==> src/rtl/core/rmf_pkg.sv <==
`default_nettype none

package rmf_pkg;

    // default configuration of the filter
    localparam int MAX_HALF_WINDOW = 16;
    localparam int SAMPLE_BITS     = 24;

    // register file
    localparam int        HW_W           = 5;
    localparam logic [HW_W-1:0] HW_RESET = 5'd2;
    localparam int        APB_ADDR_W     = 3;
    localparam int        APB_DATA_W     = 32;
    // register index is paddr[2] (byte address 4*i)
    localparam logic      REG_HALF_WINDOW = 1'b0;

    // sequencer states
    typedef enum logic [2:0] {
        ST_IDLE,
        ST_LOAD,
        ST_COUNT,
        ST_PICK,
        ST_EMIT
    } state_t;

    // command group from the sequencer to every cell
    typedef struct packed {
        logic shift;   // new sample enters cell 0, all samples age by one
        logic load;    // copy line takes the stored samples, ranks clear
        logic count;   // copy line moves one cell down, ranks update
        logic pick;    // cells holding the middle ranks present their sample
    } cell_cmd_t;

endpackage

`default_nettype wire

==> src/rtl/core/rmf_cell.sv <==
`default_nettype none

module rmf_cell #(
    parameter int SAMPLE_BITS = rmf_pkg::SAMPLE_BITS,
    parameter int IDX         = 0,
    parameter int RANK_W      = 6,
    parameter int CNT_W       = 6
) (
    input  wire                          clk,
    input  wire rmf_pkg::cell_cmd_t      cmd,
    input  wire signed [SAMPLE_BITS-1:0] sample_in,
    output logic signed [SAMPLE_BITS-1:0] sample_out,
    input  wire signed [SAMPLE_BITS-1:0] copy_in,
    output logic signed [SAMPLE_BITS-1:0] copy_out,
    input  wire signed [SAMPLE_BITS-1:0] bcast,
    input  wire        [CNT_W-1:0]       bcast_idx,
    input  wire        [CNT_W-1:0]       cnt,
    input  wire        [RANK_W-1:0]      rank_lo,
    input  wire        [RANK_W-1:0]      rank_hi,
    output logic signed [SAMPLE_BITS-1:0] pick_lo,
    output logic signed [SAMPLE_BITS-1:0] pick_hi
);

    localparam logic [CNT_W-1:0] MY_IDX = CNT_W'(IDX);

    logic signed [SAMPLE_BITS-1:0] val_reg;
    logic signed [SAMPLE_BITS-1:0] copy_reg;
    logic        [RANK_W-1:0]      rank_reg;
    logic signed [SAMPLE_BITS-1:0] pick_lo_reg;
    logic signed [SAMPLE_BITS-1:0] pick_hi_reg;
    logic                          active;
    logic                          beats;

    // this cell lies inside the window of the current median
    assign active = MY_IDX < cnt;

    // broadcast sample ranks below ours; equal samples break ties by age
    assign beats = (bcast < val_reg) || ((bcast == val_reg) && (bcast_idx < MY_IDX));

    // age-ordered sample line
    always_ff @(posedge clk)
    begin
        if (cmd.shift)
        begin
            val_reg <= sample_in;
        end
    end

    // copy line that walks every held sample past cell 0
    always_ff @(posedge clk)
    begin
        if (cmd.load)
        begin
            copy_reg <= val_reg;
        end
        else if (cmd.count)
        begin
            copy_reg <= copy_in;
        end
    end

    // rank counter
    always_ff @(posedge clk)
    begin
        if (cmd.load)
        begin
            rank_reg <= '0;
        end
        else if (cmd.count && beats)
        begin
            rank_reg <= rank_reg + 1'b1;
        end
    end

    // middle rank selection, zero when not chosen so the row can be or-ed
    always_ff @(posedge clk)
    begin
        if (cmd.pick)
        begin
            pick_lo_reg <= (active && (rank_reg == rank_lo)) ? val_reg : '0;
            pick_hi_reg <= (active && (rank_reg == rank_hi)) ? val_reg : '0;
        end
    end

    assign sample_out = val_reg;
    assign copy_out   = copy_reg;
    assign pick_lo    = pick_lo_reg;
    assign pick_hi    = pick_hi_reg;

endmodule

`default_nettype wire

==> config.mk <==
export PLATFORM = sky130hd
export DESIGN_NAME = rmf_cell
export DESIGN_NICKNAME = d
export VERILOG_FILES = /design/src/rtl/core/rmf_pkg.sv /design/src/rtl/core/rmf_cell.sv
export SDC_FILE = /design/constraint.sdc
export NUM_CORES = 1
export LEC_CHECK = 0
export BUFFER_PORTS_ARGS = -buffer_cell sky130_fd_sc_hd__clkbuf_2
export CORE_ASPECT_RATIO = 2
export CORE_MARGIN = 4
export CORE_UTILIZATION = 41
export CTS_CLUSTER_DIAMETER = 100
export DETAILED_ROUTE_END_ITERATION = 12
export GPL_TIMING_DRIVEN = 0
export HOLD_SLACK_MARGIN = 0.03
export PLACE_DENSITY = 0.73
export RECOVER_POWER = 25
export SYNTH_ARGS = -nofsm -noshare
export SYNTH_HDL_FRONTEND = slang
export SYNTH_SLANG_ARGS = --single-unit
==> constraint.sdc <==
create_clock -name clk -period 3 [get_ports clk]
set_input_delay 0.75 -clock clk [delete_from_list [all_inputs] [get_ports clk]]
set_output_delay 0.75 -clock clk [all_outputs]
set_load 0.005 [all_outputs]
-- After elaboration in Yosys (flattened, before gate mapping)
Cells that the tools add are included.
- output and inout bits: 96
- bits in registers: 102
- logic and storage cells: 20
- input bits: 101
- eq/ne operators: 3
- $add $sub $neg: 1
- reductions and logical operators: 6
- $lt $le $gt $ge: 3
- multiplexer cells: 2
- operators with widths (operator ; number):
    24-bit two-way mux ; 2
    24-bit == test ; 1
    24-bit < comparator ; 1
    6-bit == test ; 2
    6-bit by 1-bit adder with 6-bit output (second input constant) ; 1
    1-bit by 6-bit < comparator with 1-bit output (first input constant) ; 1
    6-bit by 1-bit < comparator with 1-bit output (second input constant) ; 1
    1-bit logical AND ; 4
    2-bit nonzero test ; 1
    1-bit logical OR ; 1

-- Depth between registers and ports, before layout
- depth in word-level cells: 4
- gate-level depth with buffers: 9
- mapped depth without buffers: 9

-- Least setup slack after synthesis
No wires, ideal clock.
- kind: input to register
- start: in bcast[11]
- end: reg rank_reg[5]
- stages on the path: 8
- buffers on the path: 0
- library setup time: 0.123 ns
- slack: 0.003 ns
- required time: 2.877 ns
- arrival: 2.873 ns
- cell sequence: ha_1 a21oi_2 o21ai_1 a211o_1 o311a_1 or4_1 a21oi_1 mux2_1
- longest elaborated chain between the ends: 4
- elaborated cells between the ends (all ways): 5
- those cells by class: 1 x order compare; 1 x eq/ne; 3 x reduce/logical
- RTL lines (what ; RTL line ; text):
    from (decl) ; rmf_cell.sv:15 ; input wire signed [SAMPLE_BITS-1:0] bcast,
    parallel branches: the longest is 2 deep, another holds 24-bit < comparator ; -- ;
    1-bit logical OR (*) ; rmf_cell.sv:38 ; assign beats = (bcast < val_reg) || ((bcast == val_reg) && (bcast_idx < MY_IDX));
    1-bit logical AND (*) ; rmf_cell.sv:69 ; else if (cmd.count && beats)
    to (signal assigned) ; rmf_cell.sv:71 ; rank_reg <= rank_reg + 1'b1;
    to (decl) ; rmf_cell.sv:28 ; logic [RANK_W-1:0] rank_reg;
Every way passes the cells marked *.
A chain may end at the register's enable or synchronous reset.

-- Worst setup path in the final report
- start: reg val_reg[6], in the netlist sample_out[6]
- end: reg rank_reg[5]
- longest elaborated chain between the ends: 4
- elaborated cells between the ends (all ways): 5
- those cells by class: 1 x order compare; 1 x eq/ne; 3 x reduce/logical
- RTL lines (what ; RTL line ; text):
    from (decl) ; rmf_cell.sv:26 ; logic signed [SAMPLE_BITS-1:0] val_reg;
    from (signal assigned) ; rmf_cell.sv:45 ; val_reg <= sample_in;
    parallel branches: the longest is 2 deep, another holds 24-bit < comparator ; -- ;
    1-bit logical OR (*) ; rmf_cell.sv:38 ;
    1-bit logical AND (*) ; rmf_cell.sv:69 ;
Marks and branches as above.

==> key figures <==
Die
  • Die H: 157 um
  • IO Pins: 197
  • Die W: 82.7 um
  • Site Rows: 54
  • Starting Density: 0.418
  • Die area: 0.0130 mm2
  • Core footprint: 0.0109 mm2

Setup path
  • Worst setup SP type: flip-flop
  • R2r worst-path depth: 8
  • R2R setup slack: 0.09 ns
  • Biggest cell delay along the critical path: 0.53 ns
  • CP Data Required Time: 3.23 ns
  • Reg2Reg Capture Point: rank_reg[5]
  • Critical Path Fanout Max: 5
  • WS Path Type: reg2reg
  • Worst path cell trace: inv_1, ha_1, and4_1, a211o_1, o311a_4, or4_1, a21oi_1, mux2_1
  • Endpoint class of the critical path: flip-flop
  • Slowest CP cell: or4_1
  • CP arrival: 3.13 ns
  • R2r startpoint: sample_out[6]

CTS
  • CTS buffer count: 9
  • Later-pin clock latency in the skew report: 0.34 ns
  • TritonCTS clock tree: built
  • Clock Path Buffers: 2
  • Root Buffer: clkbuf_16
  • CTS H-tree depth: 3
  • Reg clk slew, reported paths: 0.07 ns
  • Clock sink total: 102
  • Hold_buf cts: 0

Run status
  • Outcome: complete, but fails checks
  • Violated checks: max-capacitance violations, max-slew violations

Hold path
  • Hold Path Sink: rank_reg[1]
  • Hold Crit Class: reg2reg
  • Hold Path Depth: 2
  • Hold Startpoint: rank_reg[1]

Global route
  • Largest net degree at the start of global routing: 49
  • Total Routing Usage GR: 0.181
  • First-pass GRT wire length: 16900 um
  • Vias in the first global route: 3287
  • Initial antenna violation count: 0
  • GRT Residual Overflow: 0

Placed design
  • Port bufs: 189
  • Hpwl dp: 8990 um
  • Dpl ws: -0.255 ns
  • Routability cong.: 0.826
  • Placed insts: 647

Run
  • Max Cap Viol: 1

STA
  • Fmax: 344 MHz
  • Post-layout min period: 2.91 ns
  • Slew @ Worst Pin: 1.62 ns
  • Final TNS setup: 0 ns
  • Final Hold Vio Count: 0
  • Clock Skew: 0.00860 ns
  • RSZ-0062 raised after global routing: no
  • Hold WS: 0.561 ns
  • Final Worst Setup Slack: 0.0906 ns
  • Final count of negative-setup-slack endpoints: 0
  • Final Cycle Share: 0.970
  • Slew Limit Fails: 25
  • Worst slew margin: -0.0832

Power and ir drop
  • PwrDens: 538 mW/mm2
  • Worst IR Drop VDD: 305 uV
  • LEAKAGE: 2.69 nW

Drt
  • Post-route DRC: 0
  • First-pass DRT Iterations: 5
  • Total vias in the final route: 3182
  • Initial drt markers: 128
  • Total Wirelength: 11500 um
  • Post-route ant nets: 0
  • Vias per Instance: 4.78
  • Wire per inst: 17.3 um

Synthesis
  • Post-synth EDFFs: 96
  • Synth warn: 0
  • Synth top area cells: edfxtp_1 (63%), mux2_2 (6.7%), and2_1 (6.6%), ha_1 (6.6%), dfxtp_1 (2.6%)
  • Seq cells post-synth: 102
  • Synth Net Count: 443
  • Mean area per synthesized cell: 14.4 um2
  • Post-synth top area share: 0.631
  • Seq/Total Area, Yosys: 0.657
  • Cell variety after synth: 34
  • Syn Inst Count: 318
  • Primary FF master, synth: edfxtp_1
  • Mapped cell area: 0.00457 mm2
  • Post-synth top area cell: edfxtp_1
  • FFs w/ async S/R, synth: 0

Layout
  • Non-Filler Instances: 666
  • Final nets: 646
  • Post-layout util: 0.547
  • Inserted Diodes: 0
  • Area delta synth->final: 31.0%
  • Layout cell share with drive strength beyond 1: 0.426
-- routing by layer --
layer,up-vias,track usage,routed length [um]
li1,1550,-,-
met1,1483,0.181,3780
met2,119,0.338,6680
met3,30,0.0344,608
met4,0,0.0920,472
met5,-,0,0
-- cells in the final DEF, fill, tap and decap left out, drive strengths merged, types with 5 or more instances in the layout --
| cell type | n |
|---|---|
| inv | 25 |
| nor2b | 5 |
| a21oi | 11 |
| mux2 | 29 |
| xnor2 | 8 |
| o21ai | 5 |
| ha | 24 |
| nor2 | 10 |
| dfxtp | 6 |
| and2 | 48 |
| clkbuf | 207 |
| nand2 | 12 |
| edfxtp | 96 |
-- report_power, final --
group	switching, mW	internal (mW)
Sequential	0.0555	1.66
Clock	0.493	0.651
Combinational	0.181	0.184
Total	0.729	2.49
-- through the flow --
step	instance area, um2	power [mW]
after floorplan	4570	1.89
after global placement	5690	2.09
after detailed placement	5690	2.11
after CTS	5980	3.25
after global routing	5990	3.37
final	5990	3.22
-- final cells by class --
type / count / area [um2]
clock inverter: 5 / 57.6
sequential: 102 / 3000
timing repair buffer: 192 / 950
tap: 140 / 175
multi-input combinational: 185 / 1460
clock buffer: 11 / 233
inverter: 23 / 86.3
fill: 958 / 4950
buffer: 8 / 30.0
-- how the worst max path moves through the flow --
stage	start	endpoint	slack [ns]	depth (start not counted)
2_1_floorplan	bcast[11]	rank_reg[5]	0.003	8
3_3_place_gp	bcast[11]	rank_reg[5]	-0.24	9
3_5_place_dp	bcast[9]	rank_reg[4]	-0.25	9
4_1_cts	sample_out[6]	rank_reg[4]	0.06	8
5_1_grt	sample_out[6]	rank_reg[5]	0.006	8
6_report	sample_out[6]	rank_reg[5]	0.09	8
-- cells in the mapped netlist (all sizes together), types with 5 or more instances --
cell	number
inv	23
and2	48
nor2b	5
o21ai	5
nor2	10
edfxtp	96
mux2	29
a21oi	11
clkbuf	6
xnor2	8
dfxtp	6
nand2	12
ha	24
-- cells by family (layout without fill, tap and decap cells) --
family | after synthesis | after routing | share of synthesized area
DFF | 102 | 102 | 0.657
and+or+nand+nor | 96 | 96 | 0.120
muxes | 31 | 31 | 0.0758
buffers and inverters | 31 | 239 | 0.0287
adders and majority gates | 24 | 24 | 0.0657
AOI/OAI and AO/OA | 22 | 22 | 0.0301
xor gates and xnor gates | 12 | 12 | 0.0230
-- timing repair --
action | in CTS | in global routing
resized for setup | 0 | 3
setup endpoints to repair | 0 | 2
buffers inserted | 0 | 3
-- critical path, delay by kind of cell (launching register included) --
kind            cells  cell delay, ns
mux                 1            0.33
flops               1            0.41
simple gates        2            0.76
buf+inv             1            0.06
fa+ha+maj           1            0.34
compound gates      3            0.89
Note: power is estimated with default switching activity, not from simulation.
