==> src/rtl/core/rmf_pkg.sv <==
`default_nettype none

package rmf_pkg;

    // default configuration of the filter
    localparam int MAX_HALF_WINDOW = 16;
    localparam int SAMPLE_BITS     = 24;

    // register file
    localparam int        HW_W           = 5;
    localparam logic [HW_W-1:0] HW_RESET = 5'd2;
    localparam int        APB_ADDR_W     = 3;
    localparam int        APB_DATA_W     = 32;
    // register index is paddr[2] (byte address 4*i)
    localparam logic      REG_HALF_WINDOW = 1'b0;

    // sequencer states
    typedef enum logic [2:0] {
        ST_IDLE,
        ST_LOAD,
        ST_COUNT,
        ST_PICK,
        ST_EMIT
    } state_t;

    // command group from the sequencer to every cell
    typedef struct packed {
        logic shift;   // new sample enters cell 0, all samples age by one
        logic load;    // copy line takes the stored samples, ranks clear
        logic count;   // copy line moves one cell down, ranks update
        logic pick;    // cells holding the middle ranks present their sample
    } cell_cmd_t;

endpackage

`default_nettype wire

==> src/rtl/core/rmf_seq.sv <==
`default_nettype none

module rmf_seq #(
    parameter int MAX_HALF_WINDOW = rmf_pkg::MAX_HALF_WINDOW,
    parameter int SAMPLE_BITS     = rmf_pkg::SAMPLE_BITS,
    parameter int RANK_W          = 6,
    parameter int CNT_W           = 6
) (
    input  wire                           clk,
    input  wire                           rst_n,
    input  wire  [rmf_pkg::HW_W-1:0]      half_window,
    input  wire                           in_valid,
    input  wire                           in_last,
    output logic                          in_ready,
    output rmf_pkg::cell_cmd_t            cmd,
    output logic [CNT_W-1:0]              bcast_idx,
    output logic [CNT_W-1:0]              cnt,
    output logic [RANK_W-1:0]             rank_lo,
    output logic [RANK_W-1:0]             rank_hi,
    input  wire signed [SAMPLE_BITS-1:0]  mid_lo,
    input  wire signed [SAMPLE_BITS-1:0]  mid_hi,
    output logic                          out_valid,
    output logic signed [SAMPLE_BITS-1:0] out_data,
    output logic                          out_last,
    input  wire                           out_ready
);

    localparam int DEPTH  = 2 * MAX_HALF_WINDOW + 1;
    localparam int CALC_W = ((CNT_W > rmf_pkg::HW_W) ? CNT_W : rmf_pkg::HW_W) + 1;
    localparam logic [CNT_W-1:0]  DEPTH_C = CNT_W'(DEPTH);
    localparam logic [CALC_W-1:0] MAXW_C  = CALC_W'(MAX_HALF_WINDOW);

    rmf_pkg::state_t state_reg, state_next;
    logic [CNT_W-1:0]  seen_reg, seen_next;
    logic [CNT_W-1:0]  cnt_reg, cnt_next;
    logic [CNT_W-1:0]  r_reg, r_next;
    logic [CNT_W-1:0]  t_reg, t_next;
    logic              flush_reg, flush_next;
    logic              out_valid_reg, out_valid_next;
    logic signed [SAMPLE_BITS-1:0] out_data_reg, out_data_next;
    logic              out_last_reg, out_last_next;

    logic [CALC_W-1:0] hw_c;
    logic [CALC_W-1:0] eff_c;
    logic [CNT_W-1:0]  seen_inc;
    logic [CALC_W-1:0] seen_inc_c;
    logic [CALC_W-1:0] seen_c;
    logic [CALC_W-1:0] r0_c;
    logic [CALC_W-1:0] flush_cnt_c;
    logic [CALC_W-1:0] full_cnt_c;
    logic [CALC_W-1:0] next_r_c;
    logic [CALC_W-1:0] next_cnt_c;
    logic [CNT_W-1:0]  cnt_m1;
    logic signed [SAMPLE_BITS:0] mid_sum;
    logic signed [SAMPLE_BITS-1:0] median;
    logic              accept;
    logic              out_free;
    logic              out_load;

    // effective half window and window sizes
    always_comb
    begin
        hw_c        = CALC_W'(half_window);
        eff_c       = (hw_c > MAXW_C) ? MAXW_C : hw_c;
        seen_inc    = (seen_reg == DEPTH_C) ? seen_reg : seen_reg + 1'b1;
        seen_inc_c  = CALC_W'(seen_inc);
        seen_c      = CALC_W'(seen_reg);
        r0_c        = (seen_inc_c < eff_c + 1'b1) ? seen_inc_c : eff_c + 1'b1;
        flush_cnt_c = (r0_c + eff_c > seen_inc_c) ? seen_inc_c : r0_c + eff_c;
        full_cnt_c  = ({eff_c[CALC_W-2:0], 1'b1} > seen_inc_c) ? seen_inc_c
                                                               : {eff_c[CALC_W-2:0], 1'b1};
        next_r_c    = CALC_W'(r_reg) - 1'b1;
        next_cnt_c  = (next_r_c + eff_c > seen_c) ? seen_c : next_r_c + eff_c;
    end

    // median from the two middle ranks, floor of the mean
    assign mid_sum = {mid_lo[SAMPLE_BITS-1], mid_lo} + {mid_hi[SAMPLE_BITS-1], mid_hi};
    assign median  = mid_sum[SAMPLE_BITS:1];

    assign cnt_m1  = cnt_reg - 1'b1;
    assign accept  = in_valid && (state_reg == rmf_pkg::ST_IDLE);
    assign out_free = !out_valid_reg || out_ready;
    assign out_load = (state_reg == rmf_pkg::ST_EMIT) && out_free;

    // state and counter registers
    always_ff @(posedge clk or negedge rst_n)
    begin
        if (!rst_n)
        begin
            state_reg     <= rmf_pkg::ST_IDLE;
            seen_reg      <= '0;
            cnt_reg       <= '0;
            r_reg         <= '0;
            t_reg         <= '0;
            flush_reg     <= 1'b0;
            out_valid_reg <= 1'b0;
        end
        else
        begin
            state_reg     <= state_next;
            seen_reg      <= seen_next;
            cnt_reg       <= cnt_next;
            r_reg         <= r_next;
            t_reg         <= t_next;
            flush_reg     <= flush_next;
            out_valid_reg <= out_valid_next;
        end
    end

    // output payload
    always_ff @(posedge clk)
    begin
        out_data_reg <= out_data_next;
        out_last_reg <= out_last_next;
    end

    // next state and cell commands
    always_comb
    begin
        state_next     = state_reg;
        seen_next      = seen_reg;
        cnt_next       = cnt_reg;
        r_next         = r_reg;
        t_next         = t_reg;
        flush_next     = flush_reg;
        out_valid_next = out_valid_reg && !out_ready;
        out_data_next  = out_data_reg;
        out_last_next  = out_last_reg;
        cmd            = '0;

        case (state_reg)
            rmf_pkg::ST_IDLE:
            begin
                if (accept)
                begin
                    cmd.shift = 1'b1;
                    seen_next = seen_inc;
                    if (in_last)
                    begin
                        flush_next = 1'b1;
                        r_next     = r0_c[CNT_W-1:0];
                        cnt_next   = flush_cnt_c[CNT_W-1:0];
                        state_next = rmf_pkg::ST_LOAD;
                    end
                    else if (seen_inc_c > eff_c)
                    begin
                        flush_next = 1'b0;
                        r_next     = CNT_W'(1);
                        cnt_next   = full_cnt_c[CNT_W-1:0];
                        state_next = rmf_pkg::ST_LOAD;
                    end
                end
            end
            rmf_pkg::ST_LOAD:
            begin
                cmd.load   = 1'b1;
                t_next     = '0;
                state_next = rmf_pkg::ST_COUNT;
            end
            rmf_pkg::ST_COUNT:
            begin
                cmd.count = 1'b1;
                t_next    = t_reg + 1'b1;
                if (t_reg == cnt_m1)
                begin
                    state_next = rmf_pkg::ST_PICK;
                end
            end
            rmf_pkg::ST_PICK:
            begin
                cmd.pick   = 1'b1;
                state_next = rmf_pkg::ST_EMIT;
            end
            rmf_pkg::ST_EMIT:
            begin
                if (out_free)
                begin
                    out_valid_next = 1'b1;
                    out_data_next  = median;
                    out_last_next  = flush_reg && (r_reg == CNT_W'(1));
                    if (flush_reg && (r_reg > CNT_W'(1)))
                    begin
                        r_next     = next_r_c[CNT_W-1:0];
                        cnt_next   = next_cnt_c[CNT_W-1:0];
                        state_next = rmf_pkg::ST_LOAD;
                    end
                    else
                    begin
                        if (flush_reg)
                        begin
                            seen_next = '0;
                        end
                        flush_next = 1'b0;
                        state_next = rmf_pkg::ST_IDLE;
                    end
                end
            end
            default:
            begin
                state_next = rmf_pkg::ST_IDLE;
            end
        endcase
    end

    assign in_ready  = (state_reg == rmf_pkg::ST_IDLE);
    assign bcast_idx = t_reg;
    assign cnt       = cnt_reg;
    assign rank_lo   = RANK_W'(cnt_m1 >> 1);
    assign rank_hi   = RANK_W'(cnt_reg >> 1);
    assign out_valid = out_valid_reg;
    assign out_data  = out_data_reg;
    assign out_last  = out_last_reg;

`ifndef SYNTHESIS
    // held sample count never passes the line length
    a_seen_bound: assert property (@(posedge clk) disable iff (!rst_n)
        seen_reg <= DEPTH_C)
        else $error("sample count beyond line length");

    // a median in progress covers at least one and at most the held samples
    a_cnt_range: assert property (@(posedge clk) disable iff (!rst_n)
        (state_reg != rmf_pkg::ST_IDLE) |-> ((cnt_reg != '0) && (cnt_reg <= seen_reg)))
        else $error("window size out of range");

    // broadcast never walks past the window
    a_count_idx: assert property (@(posedge clk) disable iff (!rst_n)
        (state_reg == rmf_pkg::ST_COUNT) |-> (t_reg < cnt_reg))
        else $error("broadcast index past window");

    // the final output of a record leaves the line empty for the next one
    a_last_clears: assert property (@(posedge clk) disable iff (!rst_n)
        (out_load && out_last_next) |=> ((seen_reg == '0) && (state_reg == rmf_pkg::ST_IDLE)))
        else $error("record not closed after final output");
`endif

endmodule

`default_nettype wire
==> config.mk <==
export PLATFORM = sky130hd
export DESIGN_NAME = rmf_seq
export DESIGN_NICKNAME = d
export VERILOG_FILES = /design/src/rtl/core/rmf_pkg.sv /design/src/rtl/core/rmf_seq.sv
export SDC_FILE = /design/constraint.sdc
export NUM_CORES = 1
export LEC_CHECK = 0
export BUFFER_PORTS_ARGS = -buffer_cell sky130_fd_sc_hd__buf_2
export CORE_ASPECT_RATIO = 1.1
export CORE_MARGIN = 10
export CORE_UTILIZATION = 45
export DETAILED_ROUTE_END_ITERATION = 12
export GPL_TIMING_DRIVEN = 0
export PLACE_DENSITY = 0.68
export SLEW_MARGIN = 20
export SYNTH_ARGS = -nofsm -noshare
export SYNTH_HDL_FRONTEND = slang
export SYNTH_SLANG_ARGS = --single-unit
==> constraint.sdc <==
create_clock -name clk -period 15.65 [get_ports clk]
set_input_delay 3.9125 -clock clk [delete_from_list [all_inputs] [get_ports clk]]
set_output_delay 3.9125 -clock clk [all_outputs]
set_load 0.02 [all_outputs]
Yosys cells after proc, flatten, opt, wreduce, memory -nomap -nowiden. Index checks and enable logic that the tools add are counted.

Register bits after elaboration: 54. Input bits: 58. Output and inout bits: 55.

$add $sub $neg: 8. Order comparisons: 7. Equal/unequal tests: 14. Multiplexer cells: 44. Reduce and logical (&&, ||, !) cells: 15.

Operators by type and width (number): $mux W6 (19); $pmux W6 S2 (4); $add A24 B24 Y25 (1); $mux W3 (5); $pmux W3 S5 (1); $reduce_and A5 Y1 (3); $gt A7 B6 Y1 (2); $mux W1 (13); $add A6 B1 Y6 const B (2); $ne A2 B2 Y1 const B (4); $add A6 B5 Y7 (1); $add A7 B5 Y7 (1); $lt A6 B7 Y1 (1); $sub A6 B1 Y7 const B (1); $add A5 B1 Y6 const B (1); $eq A3 B2 Y1 const B (2); $eq A6 B1 Y1 const B (1); $eq A6 B6 Y1 (1); $eq A6 B6 Y1 const B (1); $gt A6 B1 Y1 const B (1); $gt A6 B5 Y1 (1); $gt A6 B6 Y1 (1); $sub A6 B1 Y6 const B (1); $gt A5 B5 Y1 const B (1); other kinds (13) (19).

Depth between registers and ports, before layout.
Depth in word-level cells: 11. Gate-level depth with buffers: 26. Depth with buffers taken out: 26.

Least setup slack after synthesis. Ideal clock, no wire load.

Path kind: in2reg. Start point: input port half_window[4] in the netlist's numbering. End point: register cnt_reg[5] (netlist: cnt[5]). Library setup time: 0.161 ns. Arrival time: 9.019 ns. Required time: 15.489 ns. Setup slack: 6.470 ns. Stages on the path: 24. Path through: inv_2 > nand2_1 > inv_1 > ha_1 > xnor2_1 > ha_1 > o21ai_0 > a21oi_1 > o41ai_2 > o21ai_0 > ha_1 > a21o_1 > a21oi_1 > o21bai_1 > a21oi_1 > xnor2_1 > ha_1 > nand3_1 > nor2_1 > or4b_1 > a32oi_4 > mux2_1 > a2111oi_1 > a311oi_1.

Cells in the longest elaborated chain, start to end: 11. Elaborated cells on any way between the ends: 22. Those cells by class: add/sub: 3; order compare: 6; eq/ne: 1; mux: 11; reduce/logical: 1.

Ends and longest elaborated chain: start: declaration (RTL line rmf_seq.sv:11) `input wire [rmf_pkg::HW_W-1:0] half_window,`; $gt A5 B5 Y1 (RTL line rmf_seq.sv:64) `eff_c = (hw_c > MAXW_C) ? MAXW_C : hw_c;`; $mux W5 (*) (RTL line rmf_seq.sv:64); $add A5 B1 Y6 (RTL line rmf_seq.sv:68) `r0_c = (seen_inc_c < eff_c + 1'b1) ? seen_inc_c : eff_c + 1'b1;`; $lt A6 B7 Y1 (RTL line rmf_seq.sv:68); $mux W6 (RTL line rmf_seq.sv:68); $add A6 B5 Y7 (RTL line rmf_seq.sv:69) `flush_cnt_c = (r0_c + eff_c > seen_inc_c) ? seen_inc_c : r0_c + eff_c;`; $gt A7 B6 Y1 (RTL line rmf_seq.sv:69); $mux W6 (RTL line rmf_seq.sv:69); $mux W6 (RTL line rmf_seq.sv:138) `if (in_last)`; $mux W6 (RTL line rmf_seq.sv:134) `if (accept)`; $pmux W6 S2 (RTL line rmf_seq.sv:131) `case (state_reg)`; end signal: assignment (RTL line rmf_seq.sv:102) `cnt_reg <= cnt_next;`; end: declaration (RTL line rmf_seq.sv:35) `logic [CNT_W-1:0] cnt_reg, cnt_next;`.

Every way passes the cells marked *; elsewhere a longest branch is shown, timed or not. The select of a mux whose other input is x is not followed. A chain may end at the register's enable or synchronous reset.

Worst setup path in the final report. Same ends and word-level chain as after synthesis.

==> qor.log <==
[yosys] Post-Synthesis Cell Area 0.00505 mm2
[global_route] initial antenna violation count 0
[finish] layout-stage area growth over the synthesis result 17.5%
[yosys] Mapped Avg Cell Area 9.09 um2
[yosys] sequential-to-total area share from yosys stat 0.293
[worst_setup_path] Worst Path Class, Setup input pin to flip-flop
[timing] headroom to the max-slew limit 0.314
[cts] clock sinks 54
[timing] Final Hold Viols 0
[detailed_routing] via count normalized by instance count 5.55
[floorplan] x dimension of the die 121 um
[global_route] grt total ovfl 0
[worst_setup_path] sort of element at the end of the critical path flip-flop
[pwr] share of total power in the clock network 0.105
[detailed_routing] drt wl/cell 16.4 um
[pwr] Power Total 0.00110 W
[worst_setup_path] WP data arrival 10200 ps
[cts] number of buffers inserted during clock tree synthesis 5
[cts] number of gates resized after cts 0
[cts] number of H-tree levels 2
[cts] CTS tree done
[pwr] switching part of the total power 0.489
[cts] Reg clk slew, reported paths 70 ps
[place] final weighted congestion in routability-driven placement 0.899
[cts] clk root buf clkbuf_16
[worst_setup_path] Worst setup SP type input pin
[worst_hold_path] class of the tightest hold or removal check flip-flop to flip-flop
[timing] post-layout minimum cycle time 10070 ps
[timing] measured slew at the worst slew-check pin 1020 ps
[timing] share of the clock period used by the worst path after layout 0.643
[flow_run] count of maximum capacitance violations 0
[worst_setup_path] peak fanout along the critical path 10
[timing] highest clock rate 99.3 MHz
[timing] final setup violation count 0
[yosys] EDFF count, synth 25
[pwr] internal power consumption 0.000561 W
[floorplan] effective utilization at floorplan 0.460
[detailed_routing] total wire length after detailed routing 13.5 mm
[yosys] primary flip-flop cell chosen by synthesis mapping dfrtp_1
[finish] share of cells above drive strength 1 0.226
[timing] Worst Skew 6.42 ps
[timing] RSZ-0062 raised after global routing false
[pwr] power density over the cells 185 mW/mm2
[yosys] count of warnings emitted by yosys 0
[finish] nets 800
[pwr] Lkg Pwr 2.85 nW
[timing] worst hold-check slack 521 ps
[detailed_routing] DRC errors left 0
[detailed_routing] drt pass-1 iters 4
[pwr] worst-case vdd ir drop 0.116 mV
[place] Post-DP HPWL 11.1 mm
[timing] accumulated negative setup slack 0 ps
[yosys] count of state elements after synthesis 54
[yosys] Synth cell types 75
[finish] flip-flop count of the largest register after layout 24
[place] placed inst area 0.00578 mm2
[yosys] share of flip-flops with an asynchronous set or reset after synthesis 0.537
[finish] Ant. Diodes 0
[detailed_routing] number of DRC markers after the initial detailed-route iteration 264
[yosys] number of standard cells after synthesis 555
[pwr] switching power 0.000538 W
[floorplan] boundary pin count 113
[cts] worst skew pair latency 300 ps
[global_route] maximum number of pins on one net before global-route repair 30
[pwr] combinational share of power 0.685
[cts] quantity of hold-fixing buffers added after cts 0
[detailed_routing] post-detailed-route count of antenna-violating nets 0
[cts] setup fix buffers added after clock tree synthesis 0
[global_route] aggregate global-route resource usage 0.168
[finish] area of all placed cells without fillers 0.00593 mm2
[timing] number of max-slew violations in the final report 0
[floorplan] placeable core region 0.0110 mm2
[floorplan] Cell Rows 40
[global_route] number of global-route vias before repair 4667
[worst_setup_path] data required time at the worst endpoint 15780 ps
[floorplan] y dimension of the die 131 um
[cts] number of buffers on the longest clock path 2
[detailed_routing] Via Count 4553
[pwr] sequential cell fraction of total power 0.211
[place] port buffer count 109
[global_route] wire length of the first global-routing pass 22.0 mm
[outcome] outcome complete, no violations
[floorplan] Die Area 0.0159 mm2
==> power groups by stage <==
stage / logic (W) / clock network [W] / registers, W
after floorplan: 0.000545 / 0 / 0.000248
after global placement: 0.000727 / 0 / 0.000233
after detailed placement: 0.000748 / 0 / 0.000235
after CTS: 0.000751 / 0.000118 / 0.000232
after global routing: 0.000838 / 0.000122 / 0.000238
final: 0.000752 / 0.000115 / 0.000232
==> cell type report <==
type | count | area, um2
plain buffers | 19 | 116
clock buffers | 5 | 125
clock inverters | 3 | 20.0
fillers | 1017 | 5030
inverters | 41 | 154
multi-input cells | 443 | 3310
flip-flops and latches | 54 | 1480
well taps | 147 | 184
repair buffers | 109 | 546
==> layer usage <==
layer	GRT usage	vias to the layer above	wire (um)
li1	-	2250	-
met1	0.197	2135	5810
met2	0.292	151	6410
met3	0.0424	17	1040
met4	0.0533	0	242
met5	0	-	0
==> cells in the final DEF (no fill, tap or decap), types with 5 or more instances in the layout <==
| cell | count |
|---|---|
| and3_1 | 6 |
| o21a_1 | 8 |
| buf_2 | 115 |
| o21ai_0 | 32 |
| xnor2_1 | 33 |
| nand2_1 | 48 |
| inv_1 | 39 |
| nor3_1 | 14 |
| nand4_1 | 5 |
| buf_4 | 10 |
| clkbuf_16 | 5 |
| xor2_1 | 17 |
| mux2i_1 | 11 |
| a21oi_1 | 35 |
| nor2_1 | 41 |
| edfxtp_1 | 25 |
| dfrtp_1 | 29 |
| a31oi_1 | 6 |
| nand3_1 | 11 |
| a21o_1 | 13 |
| ha_1 | 66 |
==> critical path, cell delays in order <==
cell and delay, ps:
buf_2 150, inv_2 90, nand2_1 170, inv_1 170, ha_1 240, xnor2_1 230
ha_1 270, o21ai_0 150, a21oi_1 70, o41ai_2 690, o21ai_0 420, ha_1 390
a21o_1 150, a21oi_1 240, o21bai_1 100, a21oi_1 210, xnor2_1 130, ha_1 310
nand3_1 120, nor2_1 140, or4b_1 500, a32oi_4 350, mux2_1 370, a2111oi_1 520
a311oi_1 90
==> final timing paths <==
check	slack [ps]	cells after the start	endpoint	startpoint
worst min-delay path	520	1	state_reg[0]	state_reg[0]
worst max-delay path	5580	25	cnt[5]	half_window[4]
worst max register to register	8620	24	cnt[5]	seen_reg[0]
min in group asynchronous	3640	1	seen_reg[2]	rst_n
max in group asynchronous	11570	1	r_reg[5]	rst_n
worst min register to register	520	1	state_reg[0]	state_reg[0]
==> cell families (layout without fill, tap and decap cells) <==
| kind of cell | Yosys count | after routing | synth area share |
|---|---|---|---|
| DFF | 54 | 54 | 0.293 |
| AOI/OAI and AO/OA | 146 | 146 | 0.204 |
| xor gates and xnor gates | 50 | 50 | 0.0868 |
| muxes | 12 | 12 | 0.0241 |
| other | 2 | 4 | 0.00149 |
| and+or+nand+nor | 160 | 160 | 0.158 |
| buffers and inverters | 60 | 177 | 0.0536 |
| adders and majority gates | 71 | 71 | 0.180 |
==> Yosys cell counts, types with 7 or more instances <==
library cell | number | area (um2)
o21a_1 | 8 | 60.1
nor2_1 | 41 | 154
nand3_1 | 11 | 55.1
nand2_1 | 48 | 180
a21o_1 | 13 | 97.6
xnor2_1 | 33 | 289
inv_1 | 39 | 146
xor2_1 | 17 | 149
ha_1 | 66 | 826
edfxtp_1 | 25 | 751
mux2i_1 | 11 | 110
o21ai_0 | 32 | 160
nor3_1 | 14 | 70.1
a21oi_1 | 35 | 175
dfrtp_1 | 29 | 726
and3_1 | 7 | 43.8
buf_4 | 10 | 75.1
==> per-stage QoR <==
| stage | worst slack (ps) | cells | util |
|---|---|---|---|
| floorplan | 6470 | 557 | - |
| global placement | 5430 | 813 | 0.528 |
| detailed placement | 5320 | 813 | 0.528 |
| CTS | 5620 | 821 | 0.541 |
| global route | 5170 | 821 | 0.541 |
| finish | 5580 | 821 | 0.541 |
Power figures use the tool's default switching activity.
